$ cat config.mk
export PLATFORM = sky130hd
export DESIGN_NAME = lbc_vel_div
export DESIGN_NICKNAME = d
export VERILOG_FILES = /design/src/design/lbc_pkg.sv /design/src/design/lbc_vel_div.sv
export SDC_FILE = /design/constraint.sdc
export NUM_CORES = 2
export LEC_CHECK = 0
export BUFFER_PORTS_ARGS = -buffer_cell sky130_fd_sc_hd__buf_2
export CORE_ASPECT_RATIO = 0.6
export CORE_MARGIN = 10
export CORE_UTILIZATION = 33
export DETAILED_ROUTE_END_ITERATION = 6
export GPL_TIMING_DRIVEN = 1
export HOLD_SLACK_MARGIN = 0.15
export SETUP_SLACK_MARGIN = 0.1
export SYNTH_ARGS = -nofsm -noshare
export SYNTH_HDL_FRONTEND = slang
export SYNTH_SLANG_ARGS = --single-unit
$ cat constraint.sdc
create_clock -name clk -period 8.6 [get_ports clk]
set_clock_uncertainty 0.05 [all_clocks]
set_input_delay 1.72 -clock clk [delete_from_list [all_inputs] [get_ports clk]]
set_output_delay 1.72 -clock clk [all_outputs]
set_load 0.02 [all_outputs]
$ cat src/design/lbc_pkg.sv
package lbc_pkg;

  // number format
  localparam int FRAC_BITS = 20;
  localparam int FIELD_W   = 24;
  localparam int NDIR      = 9;
  localparam int RELAX_W   = 22;

  localparam logic [RELAX_W-1:0] RELAX_RESET = RELAX_W'(1613194);

  typedef logic signed [FIELD_W-1:0] field_t;
  typedef field_t dist_arr_t [NDIR];

  localparam field_t FIELD_MAX = {1'b0, {(FIELD_W-1){1'b1}}};
  localparam field_t FIELD_MIN = {1'b1, {(FIELD_W-1){1'b0}}};

  // direction order (rest, e, w, n, s, ne, nw, sw, se)
  localparam int DIR_REST  = 0;
  localparam int DIR_EAST  = 1;
  localparam int DIR_WEST  = 2;
  localparam int DIR_NORTH = 3;
  localparam int DIR_SOUTH = 4;
  localparam int DIR_NE    = 5;
  localparam int DIR_NW    = 6;
  localparam int DIR_SW    = 7;
  localparam int DIR_SE    = 8;

  // moment sums and velocity divider
  localparam int SUM_W     = FIELD_W + 4;
  localparam int MAG_W     = SUM_W - 1;
  localparam int QUO_W     = FIELD_W;
  localparam int REM_W     = FIELD_W;
  localparam int DIV_STEPS = 2;
  localparam int DIV_STAGES = QUO_W / DIV_STEPS;
  localparam int DIV_LAT   = DIV_STAGES + 2;

  // equilibrium datapath widths
  localparam int VS_W  = FIELD_W + 1;
  localparam int SQ_W  = 2 * VS_W;
  localparam int E_W   = SQ_W + 4;
  localparam int T3_W  = VS_W + 3;
  localparam int LANE_LAT = 10;

  // weight classes of the nine directions
  typedef enum logic [1:0] {
    WT_REST,
    WT_AXIS,
    WT_DIAG
  } wt_t;

  function automatic wt_t lane_wt(input int k);
    wt_t w;
    if (k == DIR_REST) w = WT_REST;
    else if (k < DIR_NE) w = WT_AXIS;
    else w = WT_DIAG;
    return w;
  endfunction

  // clamp a wide signed value into the field range
  function automatic field_t sat_field(input logic signed [63:0] x);
    field_t r;
    if (x > 64'(FIELD_MAX)) r = FIELD_MAX;
    else if (x < 64'(FIELD_MIN)) r = FIELD_MIN;
    else r = x[FIELD_W-1:0];
    return r;
  endfunction

  typedef struct packed {
    logic signed [FIELD_W-1:0] dist_rest;
    logic signed [FIELD_W-1:0] dist_east;
    logic signed [FIELD_W-1:0] dist_west;
    logic signed [FIELD_W-1:0] dist_north;
    logic signed [FIELD_W-1:0] dist_south;
    logic signed [FIELD_W-1:0] dist_ne;
    logic signed [FIELD_W-1:0] dist_nw;
    logic signed [FIELD_W-1:0] dist_sw;
    logic signed [FIELD_W-1:0] dist_se;
  } cell_in_t;

  typedef struct packed {
    logic signed [FIELD_W-1:0] post_rest;
    logic signed [FIELD_W-1:0] post_east;
    logic signed [FIELD_W-1:0] post_west;
    logic signed [FIELD_W-1:0] post_north;
    logic signed [FIELD_W-1:0] post_south;
    logic signed [FIELD_W-1:0] post_ne;
    logic signed [FIELD_W-1:0] post_nw;
    logic signed [FIELD_W-1:0] post_sw;
    logic signed [FIELD_W-1:0] post_se;
    logic signed [FIELD_W-1:0] density;
    logic signed [FIELD_W-1:0] vel_x;
    logic signed [FIELD_W-1:0] vel_y;
  } cell_out_t;

endpackage

$ cat src/design/lbc_vel_div.sv
module lbc_vel_div
  import lbc_pkg::*;
(
  input  logic clk,
  input  logic adv,
  input  logic signed [SUM_W-1:0] sum,
  input  logic signed [SUM_W-1:0] mx,
  input  logic signed [SUM_W-1:0] my,
  output field_t rho,
  output field_t ux,
  output field_t uy
);

  localparam int NUM_W = MAG_W + FRAC_BITS;
  localparam logic [QUO_W-1:0] QHALF = QUO_W'(1) << (QUO_W - 1);

  typedef struct packed {
    logic [REM_W-1:0] rem;
    logic [QUO_W-1:0] quo;
    logic [QUO_W-1:0] nb;
    logic             neg;
    logic             ovf;
  } dv_t;

  dv_t    st    [DIV_STAGES+1][2];
  dv_t    st_nx [DIV_STAGES][2];
  field_t rho_p [DIV_STAGES+1];

  dv_t              prep_c [2];
  field_t           rho_c;
  logic [REM_W-1:0] rho_u;

  // density saturation, sign split and first remainder
  always_comb begin
    logic signed [SUM_W-1:0] mom;
    logic signed [SUM_W-1:0] absv;
    logic [MAG_W-1:0]        mag;
    logic [NUM_W-1:0]        num;
    rho_c = sat_field(64'(sum));
    rho_u = rho_c;
    for (int c = 0; c < 2; c++) begin
      mom  = (c == 0) ? mx : my;
      absv = mom[SUM_W-1] ? -mom : mom;
      mag  = absv[MAG_W-1:0];
      num  = {mag, {FRAC_BITS{1'b0}}};
      prep_c[c].neg = mom[SUM_W-1];
      prep_c[c].rem = REM_W'(num[NUM_W-1:QUO_W]);
      prep_c[c].ovf = REM_W'(num[NUM_W-1:QUO_W]) >= rho_u;
      prep_c[c].nb  = num[QUO_W-1:0];
      prep_c[c].quo = '0;
    end
  end

  // restoring division, DIV_STEPS quotient bits per stage
  always_comb begin
    dv_t              cur;
    logic [REM_W-1:0] sh;
    logic [REM_W-1:0] rs;
    for (int s = 0; s < DIV_STAGES; s++) begin
      rs = rho_p[s];
      for (int c = 0; c < 2; c++) begin
        cur = st[s][c];
        for (int j = 0; j < DIV_STEPS; j++) begin
          sh     = {cur.rem[REM_W-2:0], cur.nb[QUO_W-1]};
          cur.nb = {cur.nb[QUO_W-2:0], 1'b0};
          if (sh >= rs) begin
            cur.rem = sh - rs;
            cur.quo = {cur.quo[QUO_W-2:0], 1'b1};
          end else begin
            cur.rem = sh;
            cur.quo = {cur.quo[QUO_W-2:0], 1'b0};
          end
        end
        st_nx[s][c] = cur;
      end
    end
  end

  // quotient sign and saturation
  function automatic field_t fin_vel(input dv_t d, input logic pos);
    field_t v;
    if (!pos) v = '0;
    else if (d.neg) v = (d.ovf || d.quo > QHALF) ? FIELD_MIN : field_t'(~d.quo + 1'b1);
    else v = (d.ovf || d.quo >= QHALF) ? FIELD_MAX : field_t'(d.quo);
    return v;
  endfunction

  always_ff @(posedge clk) begin
    if (adv) begin
      st[0]    <= prep_c;
      rho_p[0] <= rho_c;
      for (int s = 0; s < DIV_STAGES; s++) begin
        st[s+1]    <= st_nx[s];
        rho_p[s+1] <= rho_p[s];
      end
      rho <= rho_p[DIV_STAGES];
      ux  <= fin_vel(st[DIV_STAGES][0], rho_p[DIV_STAGES] > 0);
      uy  <= fin_vel(st[DIV_STAGES][1], rho_p[DIV_STAGES] > 0);
    end
  end

endmodule

==> metrics.txt <==
Period minus WS final=between 8 and 9 ns; Area Overhead vs Synth=10.7%; GR Util All Layers=0.182; # IOs=~160; Routed Wire Length=roughly 330000 um; RePlAce Congestion=0.955; Synth async-reset ratio=0; global route overflow=0; mean post-synth cell area=10.1 um2; total number of vias=a little over 80k; synthesized-area fraction occupied by adder cells=0.146; largest net degree at the start of global routing=~150; startpoint types=flip-flop; Distinct cells, synth=just over 100; CTS Root Cell=clkbuf_16; Synth area leader=edfxtp_1; vias in the first global route=between 70k and 80k; commonest non-fill, non-tap cell in the layout=edfxtp_1; Relative slew margins=0.0648; Iteration-0 DRC Markers=approximately 9.7k; crit path max fanout=14; vias per cell=around 5.5; status=completed; Synth area leaders=edfxtp_1 (38%), ha_1 (14%), mux2_2 (7.4%), xnor2_1 (5.1%), a21oi_1 (3.9%); CP Capture Type=flip-flop; Reg clk slew, reported paths=around 0.070 ns; compound-cell area share of the yosys netlist=0.178; max cap viols=0; Core Area=about 320000 um2; fin crit share=0.956; Warnings, synthesis=0; Fin. Hold Viols=0; Initial Util=0.331; Worst-Skew Late Latency=0.86 ns; syn_nets=between 10k and 15k; post-synthesis mux area share=0.0785; std cell rows=160; Wirelength per Cell=21.9 um; Max clock buf depth=4; drt drc=0; min-delay worst type=flip-flop to flip-flop; first-pass GRT wire length=481000 um; worst path arrival time=between 8 and 9 ns; nets=about 12k; Synth top area share=0.376; mapped cell area=about 100000 um2; Layout fillers=31.3k; worst slew pin tran=1.39 ns; hpwl dp=263000 um; Die Ht=around 460 um; H-tree levels=4; IO buf count=between 150 and 200; Setup Crit Path Kind=flip-flop to flip-flop; CTS Buf Count=approximately 150; layout cell share with drive strength beyond 1=0.125; ys flop type=edfxtp_1; clk sinks=approximately 1.3k; Max Transition Viols Final=0; initial antenna violation count=10; Peak Freq=roughly 120 MHz; commonest non-fill, non-tap cells in the layout=edfxtp_1 (1312), ha_1 (1180), a21oi_1 (814); unrepaired setup endpoints after global routing=yes; 1st-pass router iterations=7; DRT antenna net count=0; Die W=approximately 750 um; Post-Synth XOR/XNOR Area=0.0769; setup TNS=0 ns; sequential element share of the synthesized area=0.376; CTS tree=built; Post-Syn Instances=between 10k and 15k; largest family of logic cells by synthesized area=compound AO/OA/AOI/OAI gates; flops & latches, synth=1312; Post-synth EDFFs=approximately 1.3k; simple-gate share of the synthesized area=0.115; DIE AREA=~340000 um2; FF-to-FF setup slack=0.38 ns; Final setup viols=0; Req. time, crit path=around 9 ns
## routing by layer
metal | up-vias | share of wire | global-route usage | wire [um]
li1 | 39400 | - | - | -
met1 | 39500 | 0.53 | 0.314 | 174000
met2 | 3470 | 0.33 | 0.208 | 108000
met3 | 225 | 0.12 | 0.0552 | 39900
met4 | 2 | 0.014 | 0.0266 | 4460
met5 | - | 0.000040 | 0 | 13
## cell families after synthesis
logic type,after synthesis
multiplexers,735
buffers and inverters,774
AND/OR/NAND/NOR,2491
flip-flops,1312
XOR/XNOR,920
AO/OA/AOI/OAI,2907
adder cells (fa/ha/maj),1208
## synth_stat cells, types with 17 or more instances
| cell type | count |
|---|---|
| clkbuf_1 | 112 |
| a21oi_1 | 821 |
| o2111ai_1 | 34 |
| mux2_2 | 690 |
| xnor2_1 | 608 |
| nand3_1 | 165 |
| a311oi_1 | 25 |
| a221oi_1 | 23 |
| edfxtp_1 | 1312 |
| xor2_1 | 312 |
| and2_1 | 69 |
| nor3_1 | 190 |
| and4_1 | 19 |
| and3_1 | 58 |
| or3_1 | 81 |
| or4_1 | 17 |
| o21a_1 | 207 |
| mux2i_1 | 43 |
| nor4_1 | 32 |
| inv_1 | 583 |
| a41oi_1 | 22 |
| buf_2 | 50 |
| o31ai_1 | 86 |
| nand2b_1 | 141 |
| o21bai_1 | 95 |
| a21o_1 | 406 |
| a2111oi_0 | 18 |
| o41ai_1 | 33 |
| o31a_1 | 31 |
| o21ai_0 | 620 |
| a211o_1 | 26 |
| or2_2 | 52 |
| nand2_1 | 610 |
| a31oi_1 | 95 |
| fa_1 | 28 |
| o22ai_1 | 19 |
| nor2b_1 | 150 |
| a31o_2 | 25 |
| o211ai_1 | 42 |
| a211oi_1 | 87 |
| ha_1 | 1180 |
| nor2_1 | 715 |
| nor3b_1 | 28 |
| nand4_1 | 112 |
| a21boi_0 | 34 |
## path summary, 6_finish.rpt
check | from | to | cells after the start
min reg2reg | st[0][677] | st[0][823] | 0
min | st[0][677] | st[0][823] | 0
max | rho_p[0][74] | st[0][697] | 25
max reg2reg | rho_p[0][74] | st[0][697] | 25
## registers in the layout, summed over array words and instances (netlist names)
| register | cells |
|---|---|
| rho | 24 |
| st | 928 |
| rho_p | 312 |
| uy | 24 |
| ux | 24 |
## worst max-delay path, stage by stage (launching register included)
cell	delay, ns
edfxtp_1	0.62
inv_1	0.20
ha_1	0.41
nor2b_1	0.17
o31a_1	0.31
o31ai_1	0.60
o221ai_1	0.31
o211a_1	0.31
nor3_1	0.23
o21ai_1	0.13
a21oi_2	0.18
buf_4	0.20
buf_4	0.33
mux2_2	0.40
ha_1	0.33
o21ai_0	0.25
o2bb2ai_1	0.14
a31o_2	0.23
nor3_1	0.08
a211oi_1	0.33
o21ai_0	0.22
o41ai_1	0.51
o21a_1	0.56
clkinvlp_4	0.20
buf_4	0.20
mux2_2	0.33
## repair_timing
| item | in CTS | in global routing |
|---|---|---|
| setup buffers | 0 | 5 |
| resized for setup | 0 | 2 |
| hold buffers | 0 | 0 |
| endpoints found under the hold margin | 0 | 0 |
| endpoints found under the setup margin | 0 | 20 |
## final cells by class
cell class / instances / area, um2 / share of cell area
multi-input combinational: 8261 / 62600 / 0.540
sequential: 1312 / 39400 / 0.340
tap: 4212 / 5270 / 0.0454
clock buffer: 165 / 3810 / 0.0328
inverter: 591 / 2220 / 0.0192
timing repair buffer: 267 / 1740 / 0.0150
clock inverter: 87 / 963 / 0.00830
timing repair inverter: 1 / 7.51 / 0.0000647
antenna: 2 / 5.00 / 0.0000431
## through the flow
| step | util | hold WS, ns | area [um2] | worst slack [ns] | cells |
|---|---|---|---|---|---|
| after CTS | 0.366 | 0.339 | 116000 | 0.586 | 14900 |
| after global placement | 0.351 | 0.351 | 111000 | 0.694 | 14600 |
| after global routing | 0.367 | 0.346 | 116000 | 0.0594 | 14900 |
| after detailed placement | 0.351 | 0.355 | 111000 | 0.697 | 14600 |
| final | 0.367 | 0.344 | 116000 | 0.381 | 14900 |
| after floorplan | - | 0.350 | 105000 | 2.52 | 10300 |
Power is not shown: default switching activity piles up to over one toggle a cycle in this logic, so the estimate is an artifact.
